### config.mk
export PLATFORM = sky130hd
export DESIGN_NAME = knomial_broadcast_scheduler
export DESIGN_NICKNAME = d
export VERILOG_FILES = /design/src/sv/kbs_pkg.sv /design/src/sv/kbs_div.sv /design/src/sv/kbs_datapath.sv /design/src/sv/kbs_ctrl.sv /design/src/sv/knomial_broadcast_scheduler.sv
export SDC_FILE = /design/constraint.sdc
export NUM_CORES = 1
export LEC_CHECK = 0
export BUFFER_PORTS_ARGS = -buffer_cell sky130_fd_sc_hd__buf_2
export CORE_MARGIN = 2
export CORE_UTILIZATION = 45
export CTS_BUF_LIST = sky130_fd_sc_hd__clkbuf_4 sky130_fd_sc_hd__clkbuf_8
export DETAILED_ROUTE_END_ITERATION = 12
export SETUP_SLACK_MARGIN = 0.5
export SYNTH_ARGS = -nofsm -noshare
export SYNTH_HDL_FRONTEND = slang
export SYNTH_SLANG_ARGS = --single-unit
### constraint.sdc
create_clock -name clk -period 8.96 [get_ports clk]
set_clock_uncertainty 0.2 [all_clocks]
set_input_delay 0.896 -clock clk [delete_from_list [all_inputs] [get_ports clk]]
set_output_delay 0.896 -clock clk [all_outputs]
set_load 0.05 [all_outputs]
### src/sv/kbs_pkg.sv
// Shared types and constants of the k-nomial broadcast scheduler.
// Used by every module of the block; depends on nothing.
package kbs_pkg;

  localparam int MAX_RANKS = 1024;
  localparam int MAX_RADIX = 16;
  localparam int RANK_W    = 10;
  localparam int SIZE_W    = 11;
  localparam int RADIX_W   = 5;
  localparam int DIG_W     = 4;
  localparam int PROD_W    = 16;
  localparam int DATA_W    = 32;
  localparam int ADDR_W    = 4;

  localparam logic       OP_BEGIN = 1'b0;
  localparam logic       OP_COMPL = 1'b1;

  localparam logic [1:0] KIND_SEND = 2'd0;
  localparam logic [1:0] KIND_RECV = 2'd1;
  localparam logic [1:0] KIND_DONE = 2'd2;

  localparam logic [1:0] REG_MY_RANK = 2'd0;
  localparam logic [1:0] REG_N_RANKS = 2'd1;
  localparam logic [1:0] REG_RADIX   = 2'd2;

  typedef struct packed {
    logic              op;
    logic [RANK_W-1:0] root_rank;
    logic [DATA_W-1:0] msg_length;
    logic [DATA_W-1:0] msg_tag;
  } in_item_t;

  typedef struct packed {
    logic [1:0]        kind;
    logic [RANK_W-1:0] peer_rank;
    logic [DATA_W-1:0] length_out;
    logic [DATA_W-1:0] tag_out;
    logic              last;
  } out_item_t;

  typedef struct packed {
    logic [RANK_W-1:0]  my_rank;
    logic [SIZE_W-1:0]  n_ranks;
    logic [RADIX_W-1:0] radix;
  } cfg_t;

  typedef enum logic [2:0] {
    DV_ROOT, DV_ME, DV_VR_DIST, DV_Q_ER, DV_PEER, DV_DIST_ER
  } dsel_t;

  typedef enum logic [1:0] {
    M_ER, M_ER_LESS1, M_POS
  } msel_t;

  typedef enum logic [4:0] {
    A_NONE, A_START, A_ROOT, A_ME, A_VR, A_DSTEP, A_LEVEL, A_VD, A_POS,
    A_SINIT, A_SSTEP, A_RINIT, A_PEER, A_EMIT_SEND, A_EMIT_RECV,
    A_EMIT_DONE, A_NEXT
  } act_t;

  typedef enum logic [4:0] {
    S_IDLE, S_WAIT, S_ROOT_DIV, S_ME_DIV, S_VR, S_DLOOP, S_LEVEL,
    S_VD_DIV, S_POS_DIV, S_SINIT, S_SEND_CHK, S_SPEER_DIV, S_EMIT_S,
    S_RINIT, S_RPEER_DIV, S_EMIT_R, S_NEXT_DIV, S_FIN
  } state_t;

  typedef struct packed {
    logic  div_start;
    dsel_t div_sel;
    msel_t mul_sel;
    act_t  act;
  } cmd_t;

  typedef struct packed {
    logic div_busy;
    logic div_done;
    logic div_rem_zero;
    logic gs_one;
    logic dist_zero;
    logic dstep_ok;
    logic vpeer_in;
    logic idx_zero;
    logic sent;
    logic out_free;
  } sts_t;

endpackage

### src/sv/kbs_div.sv
// Restoring divider, one quotient bit per cycle, for the scheduler datapath.
// Depends on kbs_pkg for widths.
module kbs_div
  import kbs_pkg::*;
(
  input  logic              clk,
  input  logic              rst,
  input  logic              start,
  input  logic [SIZE_W-1:0] dividend,
  input  logic [SIZE_W-1:0] divisor,
  output logic              busy,
  output logic              done,
  output logic [SIZE_W-1:0] quot,
  output logic [SIZE_W-1:0] rem
);

  localparam int CNT_W = $clog2(SIZE_W + 1);

  logic [CNT_W-1:0] cnt;
  logic [SIZE_W-1:0] dvs;
  logic [SIZE_W:0]   shifted;
  logic [SIZE_W:0]   trial;

  assign shifted = {rem, quot[SIZE_W-1]};
  assign trial   = shifted - {1'b0, dvs};

  always_ff @(posedge clk) begin
    if (rst) begin
      busy <= 1'b0;
      done <= 1'b0;
      cnt  <= '0;
    end else begin
      done <= 1'b0;
      if (start && !busy) begin
        busy <= 1'b1;
        cnt  <= CNT_W'(SIZE_W);
      end else if (busy) begin
        cnt <= cnt - 1'b1;
        if (cnt == CNT_W'(1)) begin
          busy <= 1'b0;
          done <= 1'b1;
        end
      end
    end
  end

  always_ff @(posedge clk) begin
    if (start && !busy) begin
      rem  <= '0;
      quot <= dividend;
      dvs  <= divisor;
    end else if (busy) begin
      if (!trial[SIZE_W]) begin
        rem  <= trial[SIZE_W-1:0];
        quot <= {quot[SIZE_W-2:0], 1'b1};
      end else begin
        rem  <= shifted[SIZE_W-1:0];
        quot <= {quot[SIZE_W-2:0], 1'b0};
      end
    end
  end

endmodule

### src/sv/kbs_datapath.sv
// Datapath: saved broadcast state, level arithmetic, shared divider and result register.
// Depends on kbs_pkg and kbs_div; driven by kbs_ctrl commands.
module kbs_datapath
  import kbs_pkg::*;
(
  input  logic      clk,
  input  logic      rst,
  input  cfg_t      cfg,
  input  in_item_t  in_item,
  input  cmd_t      cmd,
  output sts_t      sts,
  output logic      out_valid,
  input  logic      out_ready,
  output out_item_t out_item
);

  logic [RANK_W-1:0]  root_s;
  logic [RANK_W-1:0]  vr;
  logic [RADIX_W-1:0] er;
  logic [SIZE_W-1:0]  lvl_dist;
  logic [DATA_W-1:0]  len_s;
  logic [DATA_W-1:0]  tag_s;
  logic [SIZE_W-1:0]  qreg;
  logic [DIG_W-1:0]   pos;
  logic [PROD_W-1:0]  vpeer;
  logic [DIG_W-1:0]   idx;
  logic               sent;
  logic [RANK_W-1:0]  peer;

  logic [SIZE_W-1:0]  gs;
  logic [RADIX_W-1:0] er_start;
  logic [RADIX_W-1:0] mfac;
  logic [PROD_W-1:0]  prod;
  logic [SIZE_W+1:0]  vsum;
  logic [SIZE_W-1:0]  dv_a;
  logic [SIZE_W-1:0]  dv_b;
  logic               dv_busy;
  logic               dv_done;
  logic [SIZE_W-1:0]  dv_q;
  logic [SIZE_W-1:0]  dv_r;
  logic               out_free;

  // Live group size, clamped to 1..MAX_RANKS.
  always_comb begin
    gs = cfg.n_ranks;
    if (gs == '0) gs = SIZE_W'(1);
    if (gs > SIZE_W'(MAX_RANKS)) gs = SIZE_W'(MAX_RANKS);
  end

  always_comb begin
    er_start = cfg.radix;
    if (er_start < RADIX_W'(2)) er_start = RADIX_W'(2);
    if (er_start > RADIX_W'(MAX_RADIX)) er_start = RADIX_W'(MAX_RADIX);
    if (SIZE_W'(er_start) > gs) er_start = gs[RADIX_W-1:0];
  end

  // One shared multiplier: er*dist, (er-1)*dist or pos*dist.
  always_comb begin
    case (cmd.mul_sel)
      M_ER:    mfac = er;
      M_POS:   mfac = RADIX_W'(pos);
      default: mfac = er - RADIX_W'(1);
    endcase
    prod = PROD_W'(mfac) * PROD_W'(lvl_dist);
  end

  assign vsum = (SIZE_W+2)'(vr) + (SIZE_W+2)'(gs) - (SIZE_W+2)'(root_s);

  always_comb begin
    case (cmd.div_sel)
      DV_ROOT:    begin dv_a = SIZE_W'(root_s);      dv_b = gs;             end
      DV_ME:      begin dv_a = SIZE_W'(cfg.my_rank); dv_b = gs;             end
      DV_VR_DIST: begin dv_a = SIZE_W'(vr);          dv_b = lvl_dist;       end
      DV_Q_ER:    begin dv_a = qreg;                 dv_b = SIZE_W'(er);    end
      DV_PEER: begin
        dv_a = SIZE_W'(vpeer[RANK_W-1:0]) + SIZE_W'(root_s);
        dv_b = gs;
      end
      DV_DIST_ER: begin dv_a = lvl_dist;             dv_b = SIZE_W'(er);    end
      default:    begin dv_a = SIZE_W'(vr);          dv_b = gs;             end
    endcase
  end

  kbs_div u_div (
    .clk      (clk),
    .rst      (rst),
    .start    (cmd.div_start),
    .dividend (dv_a),
    .divisor  (dv_b),
    .busy     (dv_busy),
    .done     (dv_done),
    .quot     (dv_q),
    .rem      (dv_r)
  );

  assign out_free = !out_valid || out_ready;

  always_comb begin
    sts.div_busy     = dv_busy;
    sts.div_done     = dv_done;
    sts.div_rem_zero = (dv_r == '0);
    sts.gs_one       = (gs == SIZE_W'(1));
    sts.dist_zero    = (lvl_dist == '0);
    sts.dstep_ok     = (prod < PROD_W'(gs));
    sts.vpeer_in     = (vpeer < PROD_W'(gs));
    sts.idx_zero     = (idx == '0);
    sts.sent         = sent;
    sts.out_free     = out_free;
  end

  always_ff @(posedge clk) begin
    if (rst) begin
      sent     <= 1'b0;
      lvl_dist <= '0;
      er       <= RADIX_W'(4);
    end else begin
      case (cmd.act)
        A_START:     er <= er_start;
        A_VR:        lvl_dist <= SIZE_W'(1);
        A_DSTEP:     lvl_dist <= prod[SIZE_W-1:0];
        A_LEVEL:     sent <= 1'b0;
        A_EMIT_SEND: sent <= 1'b1;
        A_EMIT_RECV: sent <= 1'b1;
        A_NEXT:      lvl_dist <= dv_q;
        A_EMIT_DONE: lvl_dist <= '0;
        default:     ;
      endcase
    end
  end

  always_ff @(posedge clk) begin
    case (cmd.act)
      A_START: begin
        root_s <= in_item.root_rank;
        len_s  <= in_item.msg_length;
        tag_s  <= in_item.msg_tag;
      end
      A_ROOT: root_s <= dv_r[RANK_W-1:0];
      A_ME:   vr <= dv_r[RANK_W-1:0];
      A_VR: begin
        if (vsum >= (SIZE_W+2)'(gs)) vr <= RANK_W'(vsum - (SIZE_W+2)'(gs));
        else vr <= vsum[RANK_W-1:0];
      end
      A_VD:  qreg <= dv_q;
      A_POS: pos <= dv_r[DIG_W-1:0];
      A_SINIT: begin
        idx   <= DIG_W'(er - RADIX_W'(1));
        vpeer <= PROD_W'(vr) + prod;
      end
      A_SSTEP, A_EMIT_SEND: begin
        idx   <= idx - DIG_W'(1);
        vpeer <= vpeer - PROD_W'(lvl_dist);
      end
      A_RINIT: vpeer <= PROD_W'(vr) - prod;
      A_PEER:  peer <= dv_r[RANK_W-1:0];
      default: ;
    endcase
  end

  // Result register: load on emit, drop after transfer.
  always_ff @(posedge clk) begin
    if (rst) begin
      out_valid <= 1'b0;
    end else if (cmd.act == A_EMIT_SEND || cmd.act == A_EMIT_RECV ||
                 cmd.act == A_EMIT_DONE) begin
      out_valid <= 1'b1;
    end else if (out_ready) begin
      out_valid <= 1'b0;
    end
  end

  always_ff @(posedge clk) begin
    case (cmd.act)
      A_EMIT_SEND: out_item <= '{KIND_SEND, peer, len_s, tag_s, idx == DIG_W'(1)};
      A_EMIT_RECV: out_item <= '{KIND_RECV, peer, len_s, tag_s, 1'b1};
      A_EMIT_DONE: out_item <= '{KIND_DONE, '0, len_s, tag_s, 1'b1};
      default:     ;
    endcase
  end

endmodule

### src/sv/kbs_ctrl.sv
// Controller state machine: sequences start setup, level walk and command emission.
// Depends on kbs_pkg; talks to kbs_datapath through cmd_t and sts_t.
module kbs_ctrl
  import kbs_pkg::*;
(
  input  logic clk,
  input  logic rst,
  input  logic in_valid,
  input  logic in_op,
  output logic in_ready,
  input  sts_t sts,
  output cmd_t cmd
);

  state_t state;
  state_t state_next;
  logic   fire;
  logic   div_state;

  assign in_ready = (state == S_IDLE) || (state == S_WAIT);
  assign fire     = in_valid && in_ready;

  always_ff @(posedge clk) begin
    if (rst) state <= S_IDLE;
    else state <= state_next;
  end

  always_comb begin
    state_next = state;
    case (state)
      S_IDLE, S_WAIT: begin
        if (fire && in_op == OP_BEGIN) begin
          state_next = sts.gs_one ? S_FIN : S_ROOT_DIV;
        end else if (fire && state == S_WAIT) begin
          state_next = S_LEVEL;
        end
      end
      S_ROOT_DIV:  if (sts.div_done) state_next = S_ME_DIV;
      S_ME_DIV:    if (sts.div_done) state_next = S_VR;
      S_VR:        state_next = S_DLOOP;
      S_DLOOP:     if (!sts.dstep_ok) state_next = S_LEVEL;
      S_LEVEL:     state_next = sts.dist_zero ? S_FIN : S_VD_DIV;
      S_VD_DIV: begin
        if (sts.div_done) state_next = sts.div_rem_zero ? S_POS_DIV : S_NEXT_DIV;
      end
      S_POS_DIV: begin
        if (sts.div_done) state_next = sts.div_rem_zero ? S_SINIT : S_RINIT;
      end
      S_SINIT: state_next = S_SEND_CHK;
      S_SEND_CHK: begin
        if (sts.idx_zero) state_next = S_NEXT_DIV;
        else if (sts.vpeer_in) state_next = S_SPEER_DIV;
      end
      S_SPEER_DIV: if (sts.div_done) state_next = S_EMIT_S;
      S_EMIT_S:    if (sts.out_free) state_next = S_SEND_CHK;
      S_RINIT:     state_next = S_RPEER_DIV;
      S_RPEER_DIV: if (sts.div_done) state_next = S_EMIT_R;
      S_EMIT_R:    if (sts.out_free) state_next = S_NEXT_DIV;
      S_NEXT_DIV:  if (sts.div_done) state_next = sts.sent ? S_WAIT : S_LEVEL;
      S_FIN:       if (sts.out_free) state_next = S_IDLE;
      default:     state_next = S_IDLE;
    endcase
  end

  always_comb begin
    div_state   = 1'b0;
    cmd.div_sel = DV_ROOT;
    cmd.mul_sel = M_ER_LESS1;
    cmd.act     = A_NONE;
    case (state)
      S_IDLE, S_WAIT: if (fire && in_op == OP_BEGIN) cmd.act = A_START;
      S_ROOT_DIV: begin
        div_state = 1'b1;
        if (sts.div_done) cmd.act = A_ROOT;
      end
      S_ME_DIV: begin
        div_state   = 1'b1;
        cmd.div_sel = DV_ME;
        if (sts.div_done) cmd.act = A_ME;
      end
      S_VR:    cmd.act = A_VR;
      S_DLOOP: begin
        cmd.mul_sel = M_ER;
        if (sts.dstep_ok) cmd.act = A_DSTEP;
      end
      S_LEVEL: cmd.act = A_LEVEL;
      S_VD_DIV: begin
        div_state   = 1'b1;
        cmd.div_sel = DV_VR_DIST;
        if (sts.div_done) cmd.act = A_VD;
      end
      S_POS_DIV: begin
        div_state   = 1'b1;
        cmd.div_sel = DV_Q_ER;
        if (sts.div_done) cmd.act = A_POS;
      end
      S_SINIT: cmd.act = A_SINIT;
      S_SEND_CHK: if (!sts.idx_zero && !sts.vpeer_in) cmd.act = A_SSTEP;
      S_SPEER_DIV, S_RPEER_DIV: begin
        div_state   = 1'b1;
        cmd.div_sel = DV_PEER;
        if (sts.div_done) cmd.act = A_PEER;
      end
      S_EMIT_S: if (sts.out_free) cmd.act = A_EMIT_SEND;
      S_RINIT: begin
        cmd.mul_sel = M_POS;
        cmd.act     = A_RINIT;
      end
      S_EMIT_R: if (sts.out_free) cmd.act = A_EMIT_RECV;
      S_NEXT_DIV: begin
        div_state   = 1'b1;
        cmd.div_sel = DV_DIST_ER;
        if (sts.div_done) cmd.act = A_NEXT;
      end
      S_FIN:   if (sts.out_free) cmd.act = A_EMIT_DONE;
      default: ;
    endcase
    // Launch once per divide state; done marks the cycle the result is ready.
    cmd.div_start = div_state && !sts.div_busy && !sts.div_done;
  end

endmodule

### src/sv/knomial_broadcast_scheduler.sv
// K-nomial tree broadcast scheduler. Modulo and quotient steps, but for the virtual-rank
// wrap, use one shared 11-bit restoring divider. A start costs two divides plus the radix
// steps; each level costs two or three divides, and each send or receive one more divide
// plus a check or setup state and an emit state. A step with no level left (group of one
// included) goes straight to the done item; emits wait on out_ready. One item at a time.
// Synchronous active-high reset: idle, my_rank 0, rank count 1, radix 4, no result pending.
module knomial_broadcast_scheduler
  import kbs_pkg::*;
(
  input  logic              clk,
  input  logic              rst,
  input  logic              in_valid,
  output logic              in_ready,
  input  in_item_t          in_item,
  output logic              out_valid,
  input  logic              out_ready,
  output out_item_t         out_item,
  input  logic              psel,
  input  logic              penable,
  input  logic              pwrite,
  input  logic [ADDR_W-1:0] paddr,
  input  logic [DATA_W-1:0] pwdata,
  output logic [DATA_W-1:0] prdata,
  output logic              pready
);

  cfg_t cfg;
  cmd_t cmd;
  sts_t sts;
  logic wr;

  assign pready = 1'b1;
  assign wr     = psel && penable && pwrite;

  always_ff @(posedge clk) begin
    if (rst) begin
      cfg.my_rank <= '0;
      cfg.n_ranks <= SIZE_W'(1);
      cfg.radix   <= RADIX_W'(4);
    end else if (wr) begin
      case (paddr[3:2])
        REG_MY_RANK: cfg.my_rank <= pwdata[RANK_W-1:0];
        REG_N_RANKS: cfg.n_ranks <= pwdata[SIZE_W-1:0];
        REG_RADIX:   cfg.radix   <= pwdata[RADIX_W-1:0];
        default:     ;
      endcase
    end
  end

  always_comb begin
    case (paddr[3:2])
      REG_MY_RANK: prdata = DATA_W'(cfg.my_rank);
      REG_N_RANKS: prdata = DATA_W'(cfg.n_ranks);
      REG_RADIX:   prdata = DATA_W'(cfg.radix);
      default:     prdata = '0;
    endcase
  end

  kbs_ctrl u_ctrl (
    .clk      (clk),
    .rst      (rst),
    .in_valid (in_valid),
    .in_op    (in_item.op),
    .in_ready (in_ready),
    .sts      (sts),
    .cmd      (cmd)
  );

  kbs_datapath u_dp (
    .clk       (clk),
    .rst       (rst),
    .cfg       (cfg),
    .in_item   (in_item),
    .cmd       (cmd),
    .sts       (sts),
    .out_valid (out_valid),
    .out_ready (out_ready),
    .out_item  (out_item)
  );

  a_busy_no_accept: assert property (@(posedge clk) disable iff (rst)
    sts.div_busy |-> !in_ready) else $error("input taken during divide");

  a_div_launch: assert property (@(posedge clk) disable iff (rst)
    cmd.div_start |=> sts.div_busy) else $error("divider did not launch");

  a_emit_slot: assert property (@(posedge clk) disable iff (rst)
    (out_valid && !out_ready) |-> !(cmd.act == A_EMIT_SEND || cmd.act == A_EMIT_RECV ||
                                    cmd.act == A_EMIT_DONE))
    else $error("result overwritten");

endmodule

## After elaboration in Yosys (flattened, before gate mapping)

Index checks and enable logic that the tools add are counted.
Widths: inputs -> output; s select.

| storage, ports and cells | value |
|---|---|
| register bits | 294 |
| latch bits | 0 |
| bits in writable memories | 0 |
| ROM bits | 0 |
| input bits | 118 |
| memories kept | 0 |

| cells by class | value |
|---|---|
| add/subtract/negate cells | 11 |
| $mul | 1 |
| divide/modulo/power cells | 0 |
| $lt $le $gt $ge | 7 |
| eq/ne operators | 57 |
| shifts and indexed selects | 0 |
| mux-type cells | 66 |
| bitwise logic cells | 2 |
| reductions and logical operators | 47 |

Operator list:

| operator | count |
|---|---|
| $pmux 77 s3 | 1 |
| $mux 5 | 22 |
| $pmux 5 s17 | 1 |
| $eq 5x4->1 const B | 16 |
| $pmux 5 s16 | 1 |
| $mux 11 | 5 |
| $pmux 11 s5 | 1 |
| $pmux 16 s3 | 1 |
| $pmux 11 s4 | 1 |
| $eq 5x3->1 const B | 8 |
| $pmux 10 s2 | 2 |
| $logic_not 11->1 | 3 |
| $pmux 11 s3 | 1 |
| $lt 16x11->1 | 2 |
| $mux 4 | 8 |
| $pmux 11 s2 | 1 |
| $eq 5x2->1 const B | 4 |
| $ne 2x1->1 const B | 10 |
| $add 10x16->16 | 1 |
| $mul 5x11->16 | 1 |
| $sub 10x16->16 | 1 |
| $sub 16x11->16 | 1 |
| $eq 5x5->1 const B | 3 |
| $pmux 3 s5 | 1 |
| 46 further kinds | 95 |

## Depth between registers and ports, before layout

| logic depth | value |
|---|---|
| depth after elaboration | 13 |
| gate-level depth with buffers | 32 |

## By module

From an unflattened synthesis, not the netlist that was laid out.

| unflattened totals | value |
|---|---|
| cell total of the unflattened synthesis | 1797 |
| area, all modules | 18866.8 um2 |

By module, submodules not included:

| module | times used | cells an instance | area an instance (um2) |
|---|---|---|---|
| kbs_datapath | 1 | 1303 | 14197.4 |
| kbs_div | 1 | 207 | 2247.2 |
| knomial_broadcast_scheduler | 1 | 156 | 1451.4 |
| kbs_ctrl | 1 | 131 | 970.9 |

## Worst setup path after synthesis

No wires, ideal clock.

| timing | value |
|---|---|
| kind | register to register |
| start point | register u_ctrl.state[0] |
| end point | register u_dp.vpeer[12] (data pin) |
| library setup time | 278 ps |
| arrival | 6677 ps |
| required time | 8482 ps |
| path slack | 1806 ps |
| stages on the path, launching flop included | 29 |
| path buffers | 2 |
| period minus slack after synthesis | 7154 ps |
| cells stage by stage | dfxtp_1 > clkbuf_1 > nand2b_1 > clkbuf_1 > nor2_1 > nand2_1 > a211oi_1 > nor2_1 > nand2_1 > fa_1 > fa_1 > fa_1 > inv_1 > ha_1 > xor2_1 > nor3_1 > o221ai_2 > nor4_1 > nor2_1 > xnor2_1 > ha_1 > and3_1 > nand2_1 > nand2_1 > a31oi_1 > or3_4 > o311ai_1 > xor2_1 > mux2i_1 |

| between the ends | value |
|---|---|
| longest elaborated chain between the ends | 11 |
| elaborated cells on any way between the ends | 40 |
| those cells by class | add/sub: 2; mul: 1; order compare: 1; eq/ne: 22; mux: 6; reduce/logical: 8 |

RTL lines:

| element | RTL line | source |
|---|---|---|
| from (decl) | kbs_ctrl.sv:15 | `state_t state;` |
| from (signal assigned) | kbs_ctrl.sv:25 | `else state <= state_next;` |
| $eq 5x4->1 / $eq 5x3->1 (equally long branches) | kbs_ctrl.sv:70 | `case (state)` |
| $pmux 2 s2 | kbs_ctrl.sv:70 |  |
| $eq 2x2->1 / $logic_not 2->1 (equally long branches) | kbs_datapath.sv:59 | `case (cmd.mul_sel)` |
| $pmux 5 s2 | kbs_datapath.sv:59 |  |
| $mul 5x11->16 | kbs_datapath.sv:64 | `prod = PROD_W'(mfac) * PROD_W'(lvl_dist);` |
| $lt 16x11->1 | kbs_datapath.sv:104 | `sts.dstep_ok = (prod < PROD_W'(gs));` |
| $mux 3 | kbs_ctrl.sv:84 | `if (sts.dstep_ok) cmd.act = A_DSTEP;` |
| $pmux 5 s16 | kbs_ctrl.sv:70 |  |
| $eq 5x4->1 | kbs_datapath.sv:132 | `case (cmd.act)` |
| $reduce_or 2->1 | kbs_datapath.sv:132 |  |
| $pmux 16 s3 (*) | kbs_datapath.sv:132 |  |
| to (signal assigned) | kbs_datapath.sv:148 | `vpeer <= PROD_W'(vr) + prod;` |
| to (signal assigned) | kbs_datapath.sv:152 | `vpeer <= vpeer - PROD_W'(lvl_dist);` |
| to (signal assigned) | kbs_datapath.sv:154 | `A_RINIT: vpeer <= PROD_W'(vr) - prod;` |
| to (decl) | kbs_datapath.sv:25 | `logic [PROD_W-1:0] vpeer;` |

Every way passes the cells marked *; elsewhere a longest branch is shown, timed or not.
A chain may end at the register's enable or synchronous reset.

## Worst setup path after layout

Same ends and word-level chain as after synthesis.

==> flow_summary.json <==
{
  "status": "finished clean",
  "design_area_um2": 20500,
  "synth.top_cells.by_count": "edfxtp_1, nand2_1, inv_1, ha_1, nor2_1",
  "chipHeight_um": 204,
  "holdPathStages": 0,
  "areaGrowthSynthToFinish_pct": 13.8,
  "cts_made_buffers": 53,
  "drtPass1Iterations": 5,
  "ys_seq_area_frac": 0.453,
  "p_int_mw": 3.63,
  "place.gp.congestion": 0.986,
  "grt_overflow": 0,
  "fp-row-count": 73,
  "pwr-share-seq": 0.332,
  "finalNonFillerCells": 2506,
  "grt_util_met2": 0.402,
  "grt_max_degree": 78,
  "antenna_found_initial": 1,
  "synth_area_leaders": "edfxtp_1, ha_1, dfxtp_1, fa_1, nand2_1",
  "synth_seq_cells": 294,
  "fin_crit_ns": 8.00,
  "cp_num_buf_inv": 2,
  "p_leak_nw": 8.37,
  "dieArea_um2": 41700,
  "die_w_um": 204,
  "r2r-start": "u_ctrl.state[0]$_SDFFE_PP0P_",
  "clkPwrFrac": 0.199,
  "synthCells": 1747,
  "rr_worst_depth": 26,
  "wl_per_cell_um": 21.5,
  "hold_viol": 0,
  "place_area_um2": 19500,
  "dpl.hpwl_um": 41300,
  "whs_ns": 0.209,
  "track_usage": 0.259,
  "period_share": 0.893,
  "clock.fmax_ghz": 0.125,
  "synth_cell_types": 88,
  "synth_edf_count": 228,
  "slowest_delay_ns": 0.58,
  "worstPathRequired_ns": 9.15,
  "clkTransAtPathRegs_ns": 0.07,
  "pre_cts_slack_ns": 0.819,
  "layout_setup_ws_ns": 0.957,
  "ys_warn_count": 0,
  "p_comb_frac": 0.469,
  "synth.top_cell.area_share": 0.380,
  "dp_cells": 2407,
  "switchingPower_mw": 2.67,
  "critPathCaptureType": "flip-flop",
  "num_vias": 14300,
  "drtIter0Drc": 1188,
  "met1_usage": 0.359,
  "synth_area_per_cell_um2": 10.3,
  "drc": 0,
  "fin_tns_setup_ns": 0,
  "r2r_end": "u_dp.vpeer[12]$_DFFE_PP_",
  "syn_area_um2": 18000,
  "ant_nets": 0,
  "io-pin-count": 230,
  "hp-class": "flip-flop to flip-flop",
  "tightest_slew_ns": 1.19,
  "n_antenna_cell": 0,
  "vias_per_cell": 5.70,
  "grt_pass1_wl_um": 82200,
  "synth.most_common_cell": "edfxtp_1",
  "whs_endpoint": "u_dp.out_item[40]$_DFFE_PP_",
  "arrival_ns": 8.19,
  "critPathKind": "flip-flop to flip-flop",
  "cpMostUsedCell": "nand2_1",
  "cts.sinks": 294,
  "grt_pass1_vias": 13800,
  "crit_family": "simple AND/OR/NAND/NOR gates",
  "coreArea_um2": 39600,
  "final_nets": 2218,
  "switching_share": 0.424,
  "start_kind": "flip-flop",
  "root_buffer": "clkbuf_8",
  "drive_gt1_frac": 0.177,
  "use_met3": 0.0482,
  "crit_path_top_delay_cell": "dfxtp_1",
  "power_density_nw_per_um2": 307,
  "relSlewSlack": 0.202,
  "finalSetupViolCount": 0,
  "async_flop_share": 0,
  "clock_latency_ns": 0.65,
  "maxCapViolations": 0,
  "min-delay-start": "u_dp.len_s[7]$_DFFE_PP_",
  "top_usage_layer": "met2",
  "start_util": 0.455,
  "rsz0062_at_grt": "false",
  "r2r_slack_ns": 0.96,
  "irDropWorstVdd_uv": 248,
  "htree_levels": 2,
  "hold_buffers": 0,
  "cts_tree": "done",
  "ys.flop_type": "edfxtp_1",
  "synth_top_area_cell": "edfxtp_1",
  "final_max_slew_viol_count": 0,
  "clock_path_buffers": 3,
  "wirelength_um": 53800,
  "io_buffers": 184,
  "crit_fanout": 11
}
state kept, by name, indices dropped and copies added, names as in the netlist:
signal and cells:
u_dp.qreg 11, u_dp.root_s 10, cfg 26, u_dp.u_div.dvs 11
u_dp.vr 10, u_dp.lvl_dist 11, u_dp.idx 4, u_dp.u_div.rem 11
u_dp.u_div.done 1, u_dp.out_valid 1, u_dp.er 5, u_dp.out_item 77
u_dp.u_div.cnt 4, u_ctrl.state 5, u_dp.sent 1, u_dp.peer 10
u_dp.u_div.busy 1, u_dp.tag_s 32, u_dp.len_s 32, u_dp.vpeer 16
u_dp.pos 4, u_dp.u_div.quot 11
worst max path at each step:
| stage | startpoint | end | slack, ns | cells after the start |
|---|---|---|---|---|
| after detailed placement | u_ctrl.state[0]$_SDFFE_PP0P_ | u_dp.vpeer[12]$_DFFE_PP_ | 0.82 | 26 |
| after CTS | u_ctrl.state[0]$_SDFFE_PP0P_ | u_dp.vpeer[12]$_DFFE_PP_ | 0.83 | 26 |
| after global placement | u_ctrl.state[0]$_SDFFE_PP0P_ | u_dp.vpeer[12]$_DFFE_PP_ | 0.92 | 26 |
| after global routing | u_ctrl.state[0]$_SDFFE_PP0P_ | u_dp.vpeer[12]$_DFFE_PP_ | 0.58 | 26 |
| after floorplan | u_ctrl.state[0]$_SDFFE_PP0P_ | u_dp.vpeer[12]$_DFFE_PP_ | 1.81 | 28 |
| final | u_ctrl.state[0]$_SDFFE_PP0P_ | u_dp.vpeer[12]$_DFFE_PP_ | 0.96 | 26 |
cells by family (layout without fill, tap and decap cells):
family / Yosys count / count (layout) / share of synthesized area
AOI/OAI and AO/OA: 371 / 371 / 0.139
xor gates and xnor gates: 75 / 75 / 0.0373
muxes: 59 / 59 / 0.0337
adders and majority gates: 163 / 163 / 0.131
buffers and inverters: 237 / 451 / 0.0548
DFF: 294 / 294 / 0.453
and+or+nand+nor: 546 / 546 / 0.151
other: 2 / 22 / 0.000417
cell type report:
type,count,area [um2]
clock inverter,30,188
sequential,294,8170
inverter,142,533
clock buffer,69,856
fill,3637,19100
tap,525,657
multi-input combinational,1236,8990
timing repair buffer,210,1120
placed cells by master (no fill, tap or decap), types with 26 or more instances in the layout:
cell type / instances
nor3_1: 42
nand4_1: 29
fa_1: 42
buf_2: 184
ha_1: 121
nand2_1: 146
inv_1: 141
nor2b_1: 27
and2_1: 52
buf_4: 26
o21ai_0: 93
nand3_1: 47
dfxtp_1: 66
clkbuf_8: 54
xnor2_1: 54
mux2i_1: 48
a21oi_1: 81
edfxtp_1: 228
nor2_1: 115
power groups by stage:
stage / combinational [mW] / clock (mW) / sequential (mW)
detailed placement: 2.90 / 0 / 2.11
CTS: 2.93 / 1.27 / 2.09
global placement: 2.86 / 0 / 2.11
floorplan: 2.13 / 0 / 2.06
global route: 3.26 / 1.34 / 2.11
finish: 2.95 / 1.25 / 2.09
repair_timing:
| action | CTS | global route |
|---|---|---|
| resized for setup | 0 | 2 |
| setup buffers | 0 | 0 |
| hold endpoints to repair | 0 | 0 |
| setup endpoints to repair | 0 | 4 |
metal layers:
metal  vias up  wire length, um
met5         -               13
met4         2             1890
met3       105             4330
met2       602            23900
met1      6925            23700
li1       6639                -
through the flow:
step,power [mW],util
global route,6.71,0.517
CTS,6.29,0.517
finish,6.30,0.517
floorplan,4.19,-
detailed placement,5.01,0.491
global placement,4.97,0.491
Note: power is estimated with default switching activity, not from simulation.
